`config.mk`:
```
export PLATFORM = sky130hd
export DESIGN_NAME = sorted_participant_set_insert
export DESIGN_NICKNAME = d
export VERILOG_FILES = /design/src/hdl/spsi_pkg.sv /design/src/hdl/sorted_participant_set_insert.sv /design/src/hdl/spsi_cell.sv /design/src/hdl/spsi_csr.sv
export SDC_FILE = /design/constraint.sdc
export NUM_CORES = 2
export LEC_CHECK = 0
export BUFFER_PORTS_ARGS = -buffer_cell sky130_fd_sc_hd__buf_2
export CAP_MARGIN = 10
export CORE_ASPECT_RATIO = 0.8
export CORE_MARGIN = 2
export CORE_UTILIZATION = 62
export DETAILED_ROUTE_END_ITERATION = 6
export PLACE_DENSITY = 0.79
export SLEW_MARGIN = 40
export SYNTH_ARGS = -nofsm -noshare
export SYNTH_HDL_FRONTEND = slang
export SYNTH_HIERARCHICAL = 1
export SYNTH_SLANG_ARGS = --single-unit
```
`constraint.sdc`:
```
create_clock -name clock -period 9.3 [get_ports clock]
set_clock_uncertainty 0.05 [all_clocks]
set_input_delay 0.465 -clock clock [delete_from_list [all_inputs] [get_ports clock]]
set_output_delay 0.465 -clock clock [all_outputs]
set_load 0.03 [all_outputs]
```
`src/hdl/spsi_pkg.sv`:
```
// ----------------------------------------------------------------------------
// spsi_pkg
// types, codes and sizes shared by the sorted participant set blocks
// ----------------------------------------------------------------------------
package spsi_pkg;

   localparam int MAX_PARTICIPANTS = 16;
   localparam int POS_W            = $clog2(MAX_PARTICIPANTS);
   localparam int FILL_W           = $clog2(MAX_PARTICIPANTS + 1);
   localparam int CSR_ADDR_W       = 3;
   localparam int CSR_DATA_W       = 32;

   // command codes
   localparam logic [1:0] CMD_INSERT = 2'd0;
   localparam logic [1:0] CMD_LOOKUP = 2'd1;
   localparam logic [1:0] CMD_CLEAR  = 2'd2;

   // outcome codes
   localparam logic [2:0] OUT_INSERTED = 3'd0;
   localparam logic [2:0] OUT_MERGED   = 3'd1;
   localparam logic [2:0] OUT_RANGE    = 3'd2;
   localparam logic [2:0] OUT_MISMATCH = 3'd3;
   localparam logic [2:0] OUT_FULL     = 3'd4;
   localparam logic [2:0] OUT_FOUND    = 3'd5;
   localparam logic [2:0] OUT_MISSING  = 3'd6;

   // register index
   localparam logic REG_SLOT_COUNT = 1'b0;

   typedef struct packed {
      logic [1:0]  cmd;
      logic [31:0] edge_index;
      logic        local_flag;
      logic        gate_flag;
      logic [2:0]  expected_status;
   } req_type;

   typedef struct packed {
      logic [2:0]        outcome;
      logic              entry_local;
      logic              entry_gate;
      logic [2:0]        entry_status;
      logic [POS_W-1:0]  entry_position;
      logic [FILL_W-1:0] table_fill;
   } rsp_type;

   typedef struct packed {
      logic [31:0] idx;
      logic        local_flag;
      logic        gate_flag;
      logic [2:0]  status;
   } entry_type;

   // broadcast from the controller to every cell
   typedef struct packed {
      entry_type        fresh;
      logic [POS_W-1:0] at_pos;
      logic             do_insert;
      logic             do_merge;
   } bcast_type;

endpackage

```
`src/hdl/sorted_participant_set_insert.sv`:
```
// ----------------------------------------------------------------------------
// sorted_participant_set_insert
// sorted, duplicate-free table of participant entries with insert and lookup
// ----------------------------------------------------------------------------
// For each command the beat is latched when start is high and busy low, then
// busy stays high during the evaluate cycle in which every cell of
// the 16-slot chain compares its index with the key at once and the table is
// updated (shift up, merge or nothing). The result beat appears on rsp_data
// with rsp_valid for exactly the cycle after that, and the receiver cannot
// stall it; a new command may be started in that same cycle. A clear (and
// the unused command code) produces no result beat. Reset empties the table
// and sets slot_count to 0, so every insert is out of range until written.
module sorted_participant_set_insert (
   input  logic                            clock,
   input  logic                            reset,
   // command channel
   input  logic                            start,
   output logic                            busy,
   input  spsi_pkg::req_type               req_data,
   // result channel
   output logic                            rsp_valid,
   output spsi_pkg::rsp_type               rsp_data,
   // register port
   input  logic                            psel,
   input  logic                            penable,
   input  logic                            pwrite,
   input  logic [spsi_pkg::CSR_ADDR_W-1:0] paddr,
   input  logic [spsi_pkg::CSR_DATA_W-1:0] pwdata,
   output logic [spsi_pkg::CSR_DATA_W-1:0] prdata,
   output logic                            pready
);
   import spsi_pkg::*;

   localparam logic ST_IDLE = 1'b0;
   localparam logic ST_EVAL = 1'b1;

   logic                state_ff, state_in;
   req_type             req_ff;
   logic [FILL_W-1:0]   count_ff, count_in;
   logic                rsp_valid_ff, rsp_valid_in;
   rsp_type             rsp_data_ff, rsp_data_in;
   logic [31:0]         slot_count;

   bcast_type           bcast;
   entry_type           cell_entry   [MAX_PARTICIPANTS];
   logic                cell_match   [MAX_PARTICIPANTS];
   logic                cell_greater [MAX_PARTICIPANTS];
   logic                cell_valid   [MAX_PARTICIPANTS];

   logic                any_match, any_greater;
   logic [POS_W-1:0]    match_pos, greater_pos, at_pos;
   entry_type           hit;
   logic                accept;

   assign accept    = start && !busy;
   assign busy      = (state_ff == ST_EVAL);
   assign rsp_valid = rsp_valid_ff;
   assign rsp_data  = rsp_data_ff;

   // register port
   spsi_csr u_csr (
      .clock      (clock),
      .reset      (reset),
      .psel       (psel),
      .penable    (penable),
      .pwrite     (pwrite),
      .paddr      (paddr),
      .pwdata     (pwdata),
      .prdata     (prdata),
      .pready     (pready),
      .slot_count (slot_count)
   );

   // chain of cells, cell 0 holds the smallest index
   for (genvar i = 0; i < MAX_PARTICIPANTS; i++) begin : g_cell
      assign cell_valid[i] = (FILL_W'(i) < count_ff);
      if (i == 0) begin : g_head
         spsi_cell u_cell (
            .clock        (clock),
            .bcast        (bcast),
            .cell_pos     (POS_W'(i)),
            .cell_valid   (cell_valid[i]),
            .left_entry   ('0),
            .left_greater (1'b0),
            .entry        (cell_entry[i]),
            .match        (cell_match[i]),
            .greater      (cell_greater[i])
         );
      end else begin : g_body
         spsi_cell u_cell (
            .clock        (clock),
            .bcast        (bcast),
            .cell_pos     (POS_W'(i)),
            .cell_valid   (cell_valid[i]),
            .left_entry   (cell_entry[i-1]),
            .left_greater (cell_greater[i-1]),
            .entry        (cell_entry[i]),
            .match        (cell_match[i]),
            .greater      (cell_greater[i])
         );
      end
   end

   // lowest matching cell and lowest greater cell (the insertion point)
   always_comb begin
      any_match   = 1'b0;
      any_greater = 1'b0;
      match_pos   = '0;
      greater_pos = '0;
      for (int i = MAX_PARTICIPANTS - 1; i >= 0; i--) begin
         if (cell_match[i]) begin
            any_match = 1'b1;
            match_pos = POS_W'(i);
         end
         if (cell_greater[i]) begin
            any_greater = 1'b1;
            greater_pos = POS_W'(i);
         end
      end
   end

   assign at_pos = any_greater ? greater_pos : count_ff[POS_W-1:0];
   assign hit    = cell_entry[match_pos];

   // command decode in the evaluate cycle
   always_comb begin
      bcast.fresh.idx        = req_ff.edge_index;
      bcast.fresh.local_flag = req_ff.local_flag;
      bcast.fresh.gate_flag  = req_ff.gate_flag;
      bcast.fresh.status     = req_ff.expected_status;
      bcast.at_pos           = at_pos;
      bcast.do_insert        = 1'b0;
      bcast.do_merge         = 1'b0;

      state_in     = state_ff;
      count_in     = count_ff;
      rsp_valid_in = 1'b0;
      rsp_data_in  = '0;

      case (state_ff)
         ST_IDLE: begin
            if (accept) begin
               state_in = ST_EVAL;
            end
         end
         ST_EVAL: begin
            state_in = ST_IDLE;
            case (req_ff.cmd)
               CMD_INSERT: begin
                  rsp_valid_in = 1'b1;
                  if (req_ff.edge_index >= slot_count) begin
                     rsp_data_in.outcome = OUT_RANGE;
                  end else if (any_match) begin
                     rsp_data_in.entry_status   = hit.status;
                     rsp_data_in.entry_position = match_pos;
                     if (hit.status != req_ff.expected_status) begin
                        rsp_data_in.outcome     = OUT_MISMATCH;
                        rsp_data_in.entry_local = hit.local_flag;
                        rsp_data_in.entry_gate  = hit.gate_flag;
                     end else begin
                        bcast.do_merge          = 1'b1;
                        rsp_data_in.outcome     = OUT_MERGED;
                        rsp_data_in.entry_local = hit.local_flag | req_ff.local_flag;
                        rsp_data_in.entry_gate  = hit.gate_flag | req_ff.gate_flag;
                     end
                  end else if (count_ff >= FILL_W'(MAX_PARTICIPANTS)) begin
                     rsp_data_in.outcome = OUT_FULL;
                  end else begin
                     bcast.do_insert            = 1'b1;
                     count_in                   = count_ff + FILL_W'(1);
                     rsp_data_in.outcome        = OUT_INSERTED;
                     rsp_data_in.entry_local    = req_ff.local_flag;
                     rsp_data_in.entry_gate     = req_ff.gate_flag;
                     rsp_data_in.entry_status   = req_ff.expected_status;
                     rsp_data_in.entry_position = at_pos;
                  end
               end
               CMD_LOOKUP: begin
                  rsp_valid_in = 1'b1;
                  if (any_match) begin
                     rsp_data_in.outcome        = OUT_FOUND;
                     rsp_data_in.entry_local    = hit.local_flag;
                     rsp_data_in.entry_gate     = hit.gate_flag;
                     rsp_data_in.entry_status   = hit.status;
                     rsp_data_in.entry_position = match_pos;
                  end else begin
                     rsp_data_in.outcome = OUT_MISSING;
                  end
               end
               CMD_CLEAR: begin
                  count_in = '0;
               end
               default: begin
                  // unused code, no effect and no beat
               end
            endcase
            rsp_data_in.table_fill = count_in;
         end
         default: begin
            state_in = ST_IDLE;
         end
      endcase
   end

   always_ff @(posedge clock) begin
      if (reset) begin
         state_ff     <= ST_IDLE;
         count_ff     <= '0;
         rsp_valid_ff <= 1'b0;
      end else begin
         state_ff     <= state_in;
         count_ff     <= count_in;
         rsp_valid_ff <= rsp_valid_in;
      end
   end

   // payload registers
   always_ff @(posedge clock) begin
      if (accept) begin
         req_ff <= req_data;
      end
      rsp_data_ff <= rsp_data_in;
   end

   // a result beat only follows an evaluate cycle
   a_rsp_after_eval: assert property (@(posedge clock) disable iff (reset)
      rsp_valid |-> $past(state_ff == ST_EVAL))
      else $error("result beat without evaluate cycle");

   // the fill count never passes the table depth
   a_count_bound: assert property (@(posedge clock) disable iff (reset)
      count_ff <= FILL_W'(MAX_PARTICIPANTS))
      else $error("entry count beyond table depth");

   // an accepted command holds the block busy for the next cycle
   a_busy_after_start: assert property (@(posedge clock) disable iff (reset)
      accept |=> busy)
      else $error("busy not raised after accept");

   // the reported fill matches the live entry count
   a_fill_matches: assert property (@(posedge clock) disable iff (reset)
      rsp_valid |-> (rsp_data.table_fill == count_ff))
      else $error("reported fill differs from entry count");

endmodule

```
`src/hdl/spsi_cell.sv`:
```
// ----------------------------------------------------------------------------
// spsi_cell
// one table slot: compares against the key and shifts or merges on update
// ----------------------------------------------------------------------------
module spsi_cell (
   input  logic                      clock,
   input  spsi_pkg::bcast_type       bcast,
   input  logic [spsi_pkg::POS_W-1:0] cell_pos,
   input  logic                      cell_valid,
   input  spsi_pkg::entry_type       left_entry,
   input  logic                      left_greater,
   output spsi_pkg::entry_type       entry,
   output logic                      match,
   output logic                      greater
);
   import spsi_pkg::*;

   entry_type entry_ff;
   entry_type entry_in;

   assign entry   = entry_ff;
   assign match   = cell_valid && (entry_ff.idx == bcast.fresh.idx);
   assign greater = cell_valid && (bcast.fresh.idx < entry_ff.idx);

   always_comb begin
      entry_in = entry_ff;
      if (bcast.do_insert && (cell_pos == bcast.at_pos)) begin
         entry_in = bcast.fresh;
      end else if (bcast.do_insert && left_greater) begin
         // later entries move up one slot
         entry_in = left_entry;
      end else if (bcast.do_merge && match) begin
         entry_in.local_flag = entry_ff.local_flag | bcast.fresh.local_flag;
         entry_in.gate_flag  = entry_ff.gate_flag | bcast.fresh.gate_flag;
      end
   end

   always_ff @(posedge clock) begin
      entry_ff <= entry_in;
   end

endmodule

```
`src/hdl/spsi_csr.sv`:
```
// ----------------------------------------------------------------------------
// spsi_csr
// register port holding the slot count
// ----------------------------------------------------------------------------
module spsi_csr (
   input  logic                            clock,
   input  logic                            reset,
   input  logic                            psel,
   input  logic                            penable,
   input  logic                            pwrite,
   input  logic [spsi_pkg::CSR_ADDR_W-1:0] paddr,
   input  logic [spsi_pkg::CSR_DATA_W-1:0] pwdata,
   output logic [spsi_pkg::CSR_DATA_W-1:0] prdata,
   output logic                            pready,
   output logic [31:0]                     slot_count
);
   import spsi_pkg::*;

   logic [31:0] slot_count_ff;
   logic [31:0] slot_count_in;
   logic        reg_index;

   assign reg_index = paddr[CSR_ADDR_W-1];
   assign pready    = 1'b1;
   assign slot_count = slot_count_ff;

   always_comb begin
      slot_count_in = slot_count_ff;
      if (psel && penable && pwrite && (reg_index == REG_SLOT_COUNT)) begin
         slot_count_in = pwdata;
      end
   end

   always_comb begin
      prdata = '0;
      if (reg_index == REG_SLOT_COUNT) begin
         prdata = slot_count_ff;
      end
   end

   always_ff @(posedge clock) begin
      if (reset) begin
         slot_count_ff <= '0;
      end else begin
         slot_count_ff <= slot_count_in;
      end
   end

endmodule
```
==> qor.yml <==
final_layout:
  num_antenna_cells: 0
  layoutNonFillerInstCount: 5337
  nets: 4963
  layout-drive-gt1-share_pct: 21.4
  fill_cells: 5041
  synthToLayoutAreaGrowth_pct: 11.6
  multi_input_area_um2: 22900
  regArea_um2: 20100
clock_network:
  cts_tree: "done"
  clkTransAtPathRegs_ps: 60
  root_buffer: "clkbuf_16"
  cts_max_level: 3
  cts_num_sinks: 687
  cts_buffers: 74
  cts_resized: 0
  hold_buffers: 39
  clockBufferDepth: 3
  postCtsSetupRepairBufs: 0
  clkLatencyLatePin_ps: 630
placement:
  io_buffers: 128
  gp_congestion: 0.916
  post-dp-hpwl_um: 78500
  placed_cells: 5164
synthesis:
  synth_area_um2: 45500
  ys_top_cells_by_area: "edfxtp_1 42%, ha_1 15%, mux2_2 13%, inv_1 5.2%, a21oi_1 2.6%"
  synth_compound_area_share_pct: 9.09
  ys_seq_area_share_pct: 44.1
  ys_types: 68
  netlist_instances: 3985
  synth_simple_gate_area_share_pct: 8.78
  synth-main-ff-cell: "edfxtp_1"
  synth-edff-count: 631
  synth_top_family_by_area: "multiplexers"
  synthAdderAreaFrac_pct: 15.0
  postSynthAreaPerCell_um2: 11.4
  yosysTopAreaCell: "edfxtp_1"
  yosys.area_share.xor_xnor_pct: 1.25
  synth-seq-cells: 687
  yosys-mux-area-fraction_pct: 15.1
  synthTopCellsByCount: "631 x edfxtp_1, 627 x inv_1, 545 x ha_1, 515 x mux2_2, 244 x nand2_1"
  yosysWarnings: 6
  synth-async-reset-ratio_pct: 0
  synth_most_common_cell: "edfxtp_1"
  synth_top_area_share_pct: 41.7
floorplanning:
  die_y_um: 246
  core_area_um2: 72300
  rows: 88
  io_pins: 132
  die-area_um2: 75600
  start_util_pct: 62.9
  fp.dieW_um: 307
global_route:
  grt_max_degree: 72
  grt_pass1_vias: 31100
  gr-total-overflow: 0
  grt_use_total_pct: 27.6
  grt_pass1_wl_um: 165000
  antenna_found_initial: 3
routing:
  wirelength_um: 105000
  vias_per_cell: 5.90
  wire_per_inst_um: 19.6
  route.detailed.drc: 0
  firstDrtPassIters: 6
  final_antenna_net_count: 0
  drtIter0Drc: 3027
  vias: 31484
worst_setup_path:
  critPathKind: "flip-flop to flip-flop"
  crit_path_max_fanout: 52
  worstReg2RegStart: "bcast[23]$_DFFE_PP_"
  cp_slowest_cell: "edfxtp_1"
  path_common_cell: "buf_4"
  cp.arrival_ps: 7510
  worstRegToRegCells: 16
  rr_endpoint: "g_cell[9].g_body.u_cell/entry[13]$_DFFE_PP_"
  rrSetupSlack_ps: 2010
  max_stage_delay_ps: 910
  path_buf_inv: 4
  critPathTopFamily: "simple AND/OR/NAND/NOR gates"
  endpoint_kind: "flip-flop"
  crit_path_start_kind: "flip-flop"
  crit_required_ps: 9520
  worstPathCellList: "buf_4 -> ha_1 -> nand4_1 -> nor4_1 -> and4_1 -> nor4_2 -> nand2_1 -> nor3_1 -> and3_1 -> and2_2 -> buf_4 -> nand2_1 -> nor4_4 -> buf_4 -> nand2b_1 -> buf_4"
status:
  status: "finished, final reports clean"
flow_run:
  max_cap_viol_count: 0
hold_path:
  hold_depth: 3
  min_from: "pwdata[8]"
  whs_endpoint: "u_csr/slot_count[8]$_SDFFE_PP0P_"
  hold_class: "input pin to flip-flop"
timing:
  rsz0062_at_grt: "no"
  fin_crit_sh_pct: 78.4
  setup_tns_ps: 0
  tightest_slew_ps: 873
  slew_viol_final: 0
  max_freq_ghz: 0.137
  setup_viol: 0
  finalCriticalPeriod_ps: 7290
  slew_headroom_pct: 41.2
  final_hold_viol_count: 0
power:
  p_per_area_nw_per_um2: 135
  ir_worst_vdd_v: 0.000188
  p_leak_nw: 21.5
==> per-stage QoR <==
stage | power, mW | setup slack (ps) | hold WS (ps) | utilization, % | cell area [µm²]
after floorplan | 3.76 | 2480 | 407 | - | 45900
after global placement | 3.91 | 1970 | 422 | 65.9 | 47700
after detailed placement | 3.94 | 1890 | 426 | 66.2 | 47900
after CTS | 6.89 | 1840 | 24.4 | 70.1 | 50700
after global routing | 7.08 | 1680 | 40.1 | 70.2 | 50800
final | 6.87 | 2010 | 59.7 | 70.2 | 50800
==> per-layer routing <==
layer / GRT usage [%] / routed length, µm
met1: 37.0 / 44900
met2: 45.7 / 48700
met3: 4.80 / 7720
met4: 9.13 / 3270
met5: 0 / 54
==> cells by family (layout without fill, tap and decap cells) <==
logic type / Yosys count / count (layout)
compound gates: 610 / 610
xor+xnor: 65 / 65
fa+ha+maj: 545 / 545
buf+inv: 720 / 1025
flops: 687 / 687
mux: 611 / 611
other cells: 3 / 105
simple gates: 744 / 744
==> power breakdown <==
group          total [mW]  internal, mW  switching, mW
clock network        2.96          1.74           1.23
logic               0.514         0.210          0.304
registers            3.39          3.35         0.0436
total                6.87          5.30           1.57
==> how the worst max path moves through the flow <==
stage / start / to / slack (ps) / cells past startpoint
global placement: bcast[24]$_DFFE_PP_ / g_cell[11].g_body.u_cell/entry[3]$_DFFE_PP_ / 1970 / 17
detailed placement: bcast[23]$_DFFE_PP_ / g_cell[11].g_body.u_cell/entry[3]$_DFFE_PP_ / 1890 / 16
global route: bcast[23]$_DFFE_PP_ / g_cell[9].g_body.u_cell/entry[15]$_DFFE_PP_ / 1680 / 16
finish: bcast[23]$_DFFE_PP_ / g_cell[9].g_body.u_cell/entry[13]$_DFFE_PP_ / 2010 / 16
floorplan: bcast[28]$_DFFE_PP_ / g_cell[15].g_body.u_cell/entry[3]$_DFFE_PP_ / 2480 / 19
CTS: bcast[20]$_DFFE_PP_ / g_cell[11].g_body.u_cell/entry[3]$_DFFE_PP_ / 1840 / 16
==> cell type report <==
class,count,area share [%]
clock buffers,90,4.00
clock inverters,40,0.722
inverters,627,4.64
multi-input cells,2680,45.1
flip-flops and latches,687,39.5
well taps,945,2.33
repair buffers,268,3.71
==> sequential cells by signal, summed over array words and instances (netlist names) <==
register	flops
req_ff	2
u_csr/slot_count	32
bcast	37
rsp_data	17
g_cell.g_body.u_cell/entry	555
busy	1
g_cell.g_head.u_cell/entry	37
count_ff	5
rsp_valid	1
==> worst reg2reg max path, stage by stage (launching register included) <==
cell	delay, ps
edfxtp_1	910
buf_4	410
ha_1	300
nand4_1	160
nor4_1	130
and4_1	310
nor4_2	720
nand2_1	150
nor3_1	590
and3_1	440
and2_2	530
buf_4	600
nand2_1	220
nor4_4	190
buf_4	470
nand2b_1	330
buf_4	420
==> cell usage in the layout, fill, tap and decap left out, types with 57 or more instances in the layout <==
cell type  count
ha_1         545
a21oi_1      237
edfxtp_1     631
nor2_1        97
nand4_1       87
nand2b_1      80
o21ai_0       57
nand2_1      244
buf_4         82
inv_1        627
buf_2        127
mux2_2       515
nand3_1       61
conb_1       105
clkbuf_16     78
Power figures use the tool's default switching activity.
